File: src/rtl/wsfd_pkg.sv
package wsfd_pkg;

  localparam logic [1:0] EvByte  = 2'd0;
  localparam logic [1:0] EvEmpty = 2'd1;
  localparam logic [1:0] EvClose = 2'd2;

  localparam logic [3:0] OpClose = 4'h8;
  localparam logic [3:0] OpPing  = 4'h9;

  localparam logic [6:0] Len7Ext16 = 7'd126;
  localparam logic [6:0] Len7Ext64 = 7'd127;

  localparam logic [2:0] Ext16Last = 3'd1;
  localparam logic [2:0] Ext64Last = 3'd7;
  localparam logic [2:0] MaskLast  = 3'd3;

  typedef struct packed {
    logic       valid;
    logic [1:0] kind;
    logic [7:0] data;
    logic       eom;
    logic [3:0] opcode;
  } wsfd_res_t;

endpackage

File: src/rtl/wsfd_parser.sv
module wsfd_parser import wsfd_pkg::*; (
  input  logic       clk_i,
  input  logic       rst_ni,
  input  logic       step_i,
  input  logic [7:0] rx_byte_i,
  output wsfd_res_t  res_o
);

  typedef enum logic [2:0] {
    PhHdr0    = 3'd0,
    PhHdr1    = 3'd1,
    PhExt16   = 3'd2,
    PhExt64   = 3'd3,
    PhMask    = 3'd4,
    PhPayload = 3'd5
  } phase_e;

  phase_e      phase_q, phase_d;
  logic [3:0]  opcode_q, opcode_d;
  logic        mask_q, mask_d;
  logic [63:0] len_q, len_d;
  logic [2:0]  cnt_q, cnt_d;
  logic [31:0] key_q, key_d;
  logic [1:0]  off_q, off_d;

  logic        after_len;
  logic        hdr_done;
  logic        last;
  logic [7:0]  key_byte;
  logic [2:0]  ext_last;

  always_comb begin
    phase_d   = phase_q;
    opcode_d  = opcode_q;
    mask_d    = mask_q;
    len_d     = len_q;
    cnt_d     = cnt_q;
    key_d     = key_q;
    off_d     = off_q;
    after_len = 1'b0;
    hdr_done  = 1'b0;
    last      = 1'b0;
    key_byte  = 8'd0;
    ext_last  = (phase_q == PhExt16) ? Ext16Last : Ext64Last;
    res_o     = '0;
    res_o.opcode = opcode_q;

    case (phase_q)
      PhHdr1: begin
        mask_d = rx_byte_i[7];
        key_d  = '0;
        cnt_d  = '0;
        len_d  = '0;
        if (rx_byte_i[6:0] == Len7Ext16) begin
          phase_d = PhExt16;
        end else if (rx_byte_i[6:0] == Len7Ext64) begin
          phase_d = PhExt64;
        end else begin
          len_d     = {57'd0, rx_byte_i[6:0]};
          after_len = 1'b1;
        end
      end
      PhExt16, PhExt64: begin
        len_d = {len_q[55:0], rx_byte_i};
        if (cnt_q >= ext_last) begin
          after_len = 1'b1;
        end else begin
          cnt_d = cnt_q + 3'd1;
        end
      end
      PhMask: begin
        key_d = {key_q[23:0], rx_byte_i};
        if (cnt_q >= MaskLast) begin
          hdr_done = 1'b1;
        end else begin
          cnt_d = cnt_q + 3'd1;
        end
      end
      PhPayload: begin
        if (mask_q) begin
          case (off_q)
            2'd0:    key_byte = key_q[31:24];
            2'd1:    key_byte = key_q[23:16];
            2'd2:    key_byte = key_q[15:8];
            default: key_byte = key_q[7:0];
          endcase
        end
        off_d = off_q + 2'd1;
        len_d = len_q - 64'd1;
        last  = (len_d == 64'd0);
        if (last) begin
          phase_d = PhHdr0;
          off_d   = '0;
        end
        if (opcode_q == OpClose) begin
          if (last) begin
            res_o.valid = 1'b1;
            res_o.kind  = EvClose;
            res_o.eom   = 1'b1;
          end
        end else if (opcode_q != OpPing) begin
          res_o.valid = 1'b1;
          res_o.kind  = EvByte;
          res_o.data  = rx_byte_i ^ key_byte;
          res_o.eom   = last;
        end
      end
      default: begin
        opcode_d = rx_byte_i[3:0];
        phase_d  = PhHdr1;
      end
    endcase

    if (after_len) begin
      cnt_d = '0;
      if (mask_d) begin
        phase_d = PhMask;
      end else begin
        hdr_done = 1'b1;
      end
    end

    if (hdr_done) begin
      cnt_d   = '0;
      off_d   = '0;
      phase_d = (len_d != 64'd0) ? PhPayload : PhHdr0;
      if (len_d == 64'd0 && opcode_q != OpPing) begin
        res_o.valid = 1'b1;
        res_o.kind  = (opcode_q == OpClose) ? EvClose : EvEmpty;
        res_o.eom   = 1'b1;
      end
    end

    if (!step_i) begin
      res_o.valid = 1'b0;
    end
  end

  always_ff @(posedge clk_i or negedge rst_ni) begin
    if (!rst_ni) begin
      phase_q  <= PhHdr0;
      opcode_q <= '0;
      mask_q   <= 1'b0;
      len_q    <= '0;
      cnt_q    <= '0;
      key_q    <= '0;
      off_q    <= '0;
    end else if (step_i) begin
      phase_q  <= phase_d;
      opcode_q <= opcode_d;
      mask_q   <= mask_d;
      len_q    <= len_d;
      cnt_q    <= cnt_d;
      key_q    <= key_d;
      off_q    <= off_d;
    end
  end

endmodule

File: src/rtl/websocket_frame_deframer.sv
// WebSocket frame deframer, receive side.
// The input channel (in_valid_i, in_stall_o, rx_byte_i) takes one byte of the
// received stream per transaction. The output channel (out_valid_o,
// out_stall_i and the four result ports) carries payload bytes, empty-message
// events and close events; a byte that causes no result produces nothing.
// An accepted byte lands in an input register; when the output register can
// advance, the parser updates its header state and writes any result into
// the output register, so a result passes the input and output registers.
// Throughput is one byte per cycle unless the receiver stalls, held by the
// 64-bit remaining-length decrement and zero compare in the parser payload path.
// When the receiver stalls, the result holds in the output register and the
// input register still takes one more byte if it is empty; then in_stall_o
// rises until the output side drains.
// Reset clears both registers and returns the parser to the first header
// byte of a frame with the length, mask key and opcode cleared.
module websocket_frame_deframer import wsfd_pkg::*; (
  input  logic       clk_i,
  input  logic       rst_ni,
  input  logic       in_valid_i,
  output logic       in_stall_o,
  input  logic [7:0] rx_byte_i,
  output logic       out_valid_o,
  input  logic       out_stall_i,
  output logic [1:0] event_kind_o,
  output logic [7:0] payload_byte_o,
  output logic       end_of_message_o,
  output logic [3:0] frame_opcode_o
);

  logic       in_valid_q;
  logic [7:0] in_byte_q;
  logic       advance;
  logic       step;
  wsfd_res_t  res;
  wsfd_res_t  out_q;

  assign advance    = !out_q.valid || !out_stall_i;
  assign step       = in_valid_q && advance;
  assign in_stall_o = in_valid_q && !advance;

  wsfd_parser u_parser (
    .clk_i     (clk_i),
    .rst_ni    (rst_ni),
    .step_i    (step),
    .rx_byte_i (in_byte_q),
    .res_o     (res)
  );

  always_ff @(posedge clk_i or negedge rst_ni) begin
    if (!rst_ni) begin
      in_valid_q <= 1'b0;
      in_byte_q  <= '0;
      out_q      <= '0;
    end else begin
      if (!in_stall_o) begin
        in_valid_q <= in_valid_i;
        if (in_valid_i) begin
          in_byte_q <= rx_byte_i;
        end
      end
      if (advance) begin
        out_q <= res;
      end
    end
  end

  assign out_valid_o      = out_q.valid;
  assign event_kind_o     = out_q.kind;
  assign payload_byte_o   = out_q.data;
  assign end_of_message_o = out_q.eom;
  assign frame_opcode_o   = out_q.opcode;

endmodule

File: config.mk
export PLATFORM = sky130hd
export DESIGN_NAME = websocket_frame_deframer
export DESIGN_NICKNAME = d
export VERILOG_FILES = /design/src/rtl/wsfd_pkg.sv /design/src/rtl/wsfd_parser.sv /design/src/rtl/websocket_frame_deframer.sv
export SDC_FILE = /design/constraint.sdc
export NUM_CORES = 1
export LEC_CHECK = 0
export CAP_MARGIN = 20
export CORE_MARGIN = 5
export CORE_UTILIZATION = 45
export CTS_BUF_LIST = sky130_fd_sc_hd__clkbuf_16
export DETAILED_ROUTE_END_ITERATION = 16
export DONT_BUFFER_PORTS = 1
export GPL_TIMING_DRIVEN = 0
export SYNTH_ARGS = -nofsm -noshare
export SYNTH_HDL_FRONTEND = slang
export SYNTH_SLANG_ARGS = --single-unit
File: constraint.sdc
create_clock -name clk_i -period 4 [get_ports clk_i]
set_clock_uncertainty 0.15 [all_clocks]
set_input_delay 0.2 -clock clk_i [delete_from_list [all_inputs] [get_ports clk_i]]
set_output_delay 0.2 -clock clk_i [all_outputs]
set_load 0.005 [all_outputs]
==> results of run 1 <==
-- path summary, 6_finish.rpt --
path	startpoint	endpoint	slack [ns]	cells after the start
max in group asynchronous	rst_ni	u_parser.len_q[1]	2.85	2
min in group asynchronous	rst_ni	u_parser.cnt_q[2]	0.28	2
worst min-delay path	out_stall_i	payload_byte_o[0]	0.19	4
worst max register to register	u_parser.len_q[6]	out_valid_o	-0.12	14
worst min register to register	frame_opcode_o[3]	frame_opcode_o[3]	0.35	2
worst max-delay path	u_parser.len_q[6]	out_valid_o	-0.12	14
-- flip-flops by register name, summed over array words and instances, names as in the netlist --
signal and flops:
u_parser.mask_q 1, u_parser.off_q 2, frame_opcode_o 4, end_of_message_o 1, event_kind_o 2, in_byte_q 8, u_parser.key_q 32, u_parser.phase_q 3
in_valid_q 1, payload_byte_o 8, out_valid_o 1, u_parser.len_q 64, u_parser.cnt_q 3, u_parser.opcode_q 4
-- stage by stage --
stage	hold WS (ns)	setup WS, ns	TNS [ns]
after detailed placement	-0.242	-1.58	-49.54
after floorplan	-0.246	0.150	0
after global placement	-0.242	-1.63	-53.64
after CTS	0.183	-0.0119	-0.0119
final	0.193	-0.122	-0.310
after global routing	0.209	-0.0844	-0.201
-- synthesized netlist by cell type, types with 14 or more instances --
| library cell | n |
|---|---|
| nor3_1 | 33 |
| a21oi_1 | 54 |
| or4_1 | 17 |
| dfrtp_1 | 134 |
| o21ai_0 | 96 |
| nand3_1 | 42 |
| or3_1 | 14 |
| xor2_1 | 20 |
| inv_1 | 24 |
| o22ai_1 | 17 |
| nand2_1 | 182 |
| xnor2_1 | 25 |
| a22oi_1 | 19 |
| mux2i_1 | 18 |
| nor2_1 | 77 |
| mux2_2 | 29 |
| a22o_1 | 40 |
| nor4_1 | 38 |
| clkbuf_1 | 103 |
| nand4_1 | 35 |
-- critical path, delay by kind of cell (launching register included) --
| family | cells | cell delay (ns) |
|---|---|---|
| AND/OR/NAND/NOR | 7 | 2.11 |
| buffers and inverters | 4 | 0.74 |
| flip-flops | 1 | 0.59 |
| AO/OA/AOI/OAI | 3 | 0.43 |
-- cells by family after synthesis --
kind of cell,count (synthesis)
mux,47
xor+xnor,45
simple gates,520
flops,134
compound gates,370
fa+ha+maj,10
buf+inv,152
-- area by class of cell --
| type | instances | area (um2) | share of cell area (%) |
|---|---|---|---|
| buffer | 105 | 519 | 4.17 |
| clock buffer | 17 | 425 | 3.41 |
| clock inverter | 15 | 198 | 1.59 |
| inverter | 26 | 101 | 0.813 |
| multi-input combinational | 992 | 6880 | 55.2 |
| sequential | 134 | 3370 | 27.0 |
| tap | 285 | 357 | 2.86 |
| timing repair buffer | 71 | 616 | 4.94 |
-- power breakdown --
part | leakage [nW] | switching [mW] | internal (mW)
combinational | 2.96 | 5.34 | 2.58
clock | 0.305 | 0.773 | 0.962
sequential | 1.74 | 0.660 | 1.80
-- timing repair --
action,4_1_cts,5_1_grt
hold buffers,13,0
cloned,0,0
resized for setup,133,59
setup endpoints to repair,78,8
setup buffers,38,19
hold endpoints to repair,149,0
pin swaps,28,20
-- per-layer routing --
metal  global-route usage [%]  vias up  part of all wire, %
li1                         -     4944                    -
met1                     52.6     5754                   37
met2                     58.6     1040                   42
met3                     11.0      325                   12
met4                     26.2        6                  8.5
met5                        0        -                0.081
==> flow_summary.yaml, run 1 <==
yosys:
  synth_top_family_by_area: "simple AND/OR/NAND/NOR gates"
  ys.warnings.count: 0
  synth_mux_area_share_pct: 4.95
  synthAdderAreaFrac_pct: 1.22
  synth_area_leader_cell: "dfrtp_1"
  seq_area_frac_synth_pct: 32.8
  synth.area.top_cells: "dfrtp_1 33%, nand2_1 6.7%, o21ai_0 4.7%, clkbuf_1 3.8%, a22o_1 3.4%"
  synth_area_um2: 10200
  yosys.area_share.simple_pct: 26.4
  syn_avg_cell_area_um2: 8.01
  netlist.area_leader.share_pct: 32.8
  ys_async_sr_fraction_pct: 100
  synth_cell_type_count: 83
  synth_xor_area_share_pct: 3.85
  ys_ff_latch: 134
  syn_nets: 1300
  synth-edff-count: 0
  synth-main-ff-cell: "dfrtp_1"
  synth_compound_area_share_pct: 24.8
  syn_inst: 1278
clocking:
  cts_root_buffer: "clkbuf_16"
  clkTransAtPathRegs_ns: 0.07
  cts_max_path_buffers: 2
  cts_tree: "built"
  cts_sinks: 134
  worstSkewPairLatency_ns: 0.45
  htree_num_levels: 4
  numCtsBuffers: 17
floorplan:
  dieHeight_um: 161
  die_w_um: 161
  start_util_pct: 45.5
  core_area_um2: 22500
  ioPinCount: 29
  die_area_um2: 25900
  rows: 55
route:
  wl_um: 53400
  drt_first_pass_iters: 8
  drc: 0
  drt_iter0_drc: 1774
  ant_nets: 0
  post_drt_wl_per_cell_um: 32.5
  vias: 12100
  drt-vias-per-instance: 7.34
cells_and_area:
  design_area_um2: 12500
  post-route-util_pct: 55.4
  fin_nets: 1369
  synthToLayoutAreaGrowth_pct: 21.8
  final_common_cell: "nand2_1"
  n_antenna_cell: 0
  drive_gt1_share_pct: 21.0
  nFillCells: 2174
  fin_cells: 1645
  most-common-layout-cells: "180 x nand2_1, 124 x dfrtp_1, 94 x o21ai_0"
setup_path:
  criticalPathCategory: "flip-flop to flip-flop"
  path_common_cell: "buf_4"
  path_max_fanout: 8
  max_stage_delay_ns: 0.60
  setup.worst_path.end_class: "flip-flop"
  startpoint_type: "flip-flop"
  crit_chain: "or4_1 -> buf_2 -> nor4_4 -> buf_6 -> buf_4 -> nand3_1 -> o21ai_0 -> nor4_2 -> nand4_1 -> or4_4 -> and4bb_2 -> buf_4 -> a31oi_1 -> a21oi_1"
  cp.arrival_ns: 4.34
  required_ns: 4.22
  crit_slowest_cell: "or4_4"
timing:
  worst_pin_slew_ns: 1.23
  setup_viol: 6
  fin_ws_ns: -0.122
  report.final.slew_viol_count: 0
  relSlewSlack_pct: 17.9
  hold_viol: 0
  rsz0062_at_grt: "true"
  period_needed_ns: 4.12
  min_period_over_period_pct: 103
  max_freq_ghz: 0.243
power_and_ir_drop:
  p_leak_nw: 5.01
  power_density_nw_per_um2: 973
  power.total_mw: 12.1
  ir_worst_vdd_uv: 506
global_routing:
  grt_max_degree: 135
  grt_usage_pct: 40.3
  grt_pass1_vias: 11300
  antenna_found_initial: 3
  grt-ovfl-total: 0
  grt_pass1_wl_um: 77400
min_path:
  min_path_type: "input pin to flip-flop"
run_status:
  status: "complete, but fails checks"
  violations: "setup timing"
placed_design:
  port_buffers: 0
  dpl.hpwl_um: 37600
  dp_cells: 1564
  placed_cell_area_um2: 10600
  routabilityCongestion: 1.04
flow_run:
  max_cap_violations: 0
(Power assumes the default switching activity.)
==> run 2, diff against run 1 <==
Settings changed: SYNTH_HIERARCHICAL from default to 1.
==> run 2 against run 1 <==
  * The run still ends with setup timing left
  * Combinational power decreased by 32%
  * Critical path depth decreased by 1
  * Clock-buffer cell count unchanged
  * Global-route usage decreased by 3.2 points
  * Fmax decreased by 5.7%
  * Highest routed layer is now met4
  * Die area increased by 0.64%
  * Sequential power about the same
  * Routed wire length decreased by 7.0%
  * Total power decreased by 22%
  * Synthesized cell count decreased by 1.6%
==> flow_summary.yaml, run 2 <==
yosys:
  seq_area_frac_synth_pct: 32.5
  ys_async_sr_fraction_pct: 100
  synth_area_um2: 10300
  syn_inst: 1258
  syn_avg_cell_area_um2: 8.19
  synth_cell_type_count: 84
  ys_ff_latch: 134
  synth-main-ff-cell: "dfrtp_1"
  synthTopCellsByCount: "134 x dfrtp_1, 121 x nand2_1, 117 x nor2_1"
  synth-edff-count: 0
  netlist.area_leader.share_pct: 32.5
  syn_nets: 1280
  yosysMostFrequentCell: "dfrtp_1"
  ys.warnings.count: 6
  synth.area.top_cells: "dfrtp_1 33%, nand2_1 4.4%, nor2_1 4.3%, a22o_1 3.7%, o21ai_0 3.7%"
  synth_area_leader_cell: "dfrtp_1"
power_and_ir_drop:
  ir_worst_vdd_uv: 410
  p_leak_nw: 5.20
  power_density_nw_per_um2: 736
  power.total_mw: 9.48
route:
  wl_met1_um: 20500
  vias: 11700
  wl_um: 49600
  wl_met3_um: 5830
  drt_iter0_drc: 1887
  highest_layer: "met4"
  post_drt_wl_per_cell_um: 29.8
  drc: 0
  drt_first_pass_iters: 7
  dr_wl_met2_um: 20400
  drt-vias-per-instance: 7.04
  ant_nets: 0
timing:
  setup_viol: 6
  period_needed_ns: 4.37
  worst_pin_slew_ns: 1.15
  whs_ns: 0.0263
  hold_viol: 0
  min_period_over_period_pct: 109
  rsz0062_at_grt: "true"
  fin_ws_ns: -0.374
  max_freq_ghz: 0.229
  relSlewSlack_pct: 23.1
  report.final.slew_viol_count: 0
min_path:
  holdCritStartpoint: "out_stall_i"
  holdPathStages: 3
  min_path_type: "input pin to flip-flop"
  hold-path-endpoint: "frame_opcode_o[3]"
clocking:
  cts_sinks: 134
  clkTransAtPathRegs_ns: 0.07
  cts_tree: "built"
  numCtsBuffers: 17
  worstSkewPairLatency_ns: 0.44
  cts_root_buffer: "clkbuf_16"
  htree_num_levels: 4
  cts_max_path_buffers: 2
global_routing:
  antenna_found_initial: 1
  grt_pass1_vias: 11000
  grt_usage_pct: 37.1
  grt-ovfl-total: 0
  grt_max_degree: 135
  grt_pass1_wl_um: 72600
cells_and_area:
  fin_cells: 1664
  final_common_cell: "dfrtp_1"
  post-route-util_pct: 57.1
  synthToLayoutAreaGrowth_pct: 25.0
  regMostFlops: "u_parser/len_q"
  most-common-layout-cells: "124 x dfrtp_1, 118 x nand2_1, 115 x nor2_1"
  largest_register_ffs: 64
  drive_gt1_share_pct: 23.5
  fin_nets: 1387
  reg_top3: "u_parser/len_q (64), u_parser/key_q (32)"
run_status:
  violations: "setup timing"
  status: "complete, but fails checks"
floorplan:
  rows: 55
  dieHeight_um: 161
  die_w_um: 161
  ioPinCount: 29
  die_area_um2: 26000
  start_util_pct: 45.6
  core_area_um2: 22600
flow_run:
  max_cap_violations: 0
setup_path:
  reg2reg_depth: 13
  path_max_fanout: 6
  timing.rr.end: "u_parser/phase_q[2]"
  reg2reg_from: "u_parser/len_q[24]"
  crit_start: "u_parser/len_q[24]"
  cp.arrival_ns: 4.50
  reg2reg_slack_ns: -0.37
  setup.worst_path.end_class: "flip-flop"
  required_ns: 4.13
  criticalPathCategory: "flip-flop to flip-flop"
  startpoint_type: "flip-flop"
placed_design:
  port_buffers: 0
  dpl.hpwl_um: 34200
  routabilityCongestion: 1.02
  pre_cts_ws_ns: -2.06
  dp_cells: 1543
[run 2: changes by cell type in the layout (fill, tap and decap cells not counted), moves of 10 or more]
cell / before / now
nor4_1: 19 / 29
nand3_1: 39 / 26
nand2_1: 180 / 118
o21ai_1: 12 / 1
nor2_1: 71 / 115
o21ai_0: 94 / 74
mux2_4: 0 / 11
buf_4: 58 / 82
[run 2: timing repair]
| item | 4_1_cts | 5_1_grt |
|---|---|---|
| pin swaps | 47 | 21 |
| hold buffers | 21 | 0 |
| endpoints found under the setup margin | 72 | 17 |
| resized for setup | 143 | 65 |
| setup buffers | 69 | 15 |
| endpoints found under the hold margin | 142 | 0 |
[run 2: routing by layer]
layer / vias up / GRT usage, %
met2: 849 / 53.0
met5: - / 0
met1: 5688 / 53.1
li1: 4947 / -
met3: 231 / 8.29
met4: 0 / 17.4
[run 2: area by class of cell]
class / count / area (um2)
diodes: 2 / 5.00
inverters: 25 / 96.3
fillers: 2104 / 9690
repair buffers: 105 / 873
clock buffers: 17 / 425
plain buffers: 110 / 561
well taps: 285 / 357
multi-input cells: 972 / 7040
flip-flops and latches: 134 / 3370
clock inverters: 14 / 151
[run 2: how the worst max path moves through the flow]
stage | end | slack [ns] | cells after the start
final | u_parser/phase_q[2] | -0.37 | 13
after global routing | event_kind_o[1] | -0.40 | 13
after CTS | event_kind_o[1] | -0.42 | 18
after detailed placement | u_parser/phase_q[2] | -2.06 | 13
after global placement | u_parser/phase_q[2] | -2.06 | 13
after floorplan | event_kind_o[1] | -0.25 | 13
[run 2: kinds of logic after synthesis]
logic type,share of synthesized area (%)
AO/OA/AOI/OAI,22.9
XOR/XNOR,3.57
adder cells (fa/ha/maj),1.21
buffers and inverters,6.21
flip-flops,32.5
multiplexers,6.69
AND/OR/NAND/NOR,26.8
[run 2: power breakdown]
group	internal (mW)	leakage (nW)	switching [mW]	total, mW
registers	1.83	1.68	0.639	2.47
clock network	0.921	0.281	0.708	1.63
logic	1.99	3.25	3.40	5.39
total	4.74	5.20	4.74	9.48
[run 2: metrics by stage]
stage          setup TNS, ns  instance area (um2)
5_1_grt                -2.20                12900
6_report               -1.82                12900
2_1_floorplan          -1.24                10400
3_3_place_gp          -72.96                10700
4_1_cts                -2.05                12600
3_5_place_dp          -71.26                10700
[run 2: worst max-delay path, cell delays in order (launching register included)]
cell	delay, ns
dfrtp_1	0.39
buf_6	0.13
nor4_4	0.41
buf_4	0.19
nand4_1	0.09
buf_6	0.18
nor4_4	0.41
mux2_4	0.34
a222oi_1	0.40
nand3_1	0.19
or4_4	0.54
or4_4	0.58
a21oi_2	0.14
a22oi_1	0.09
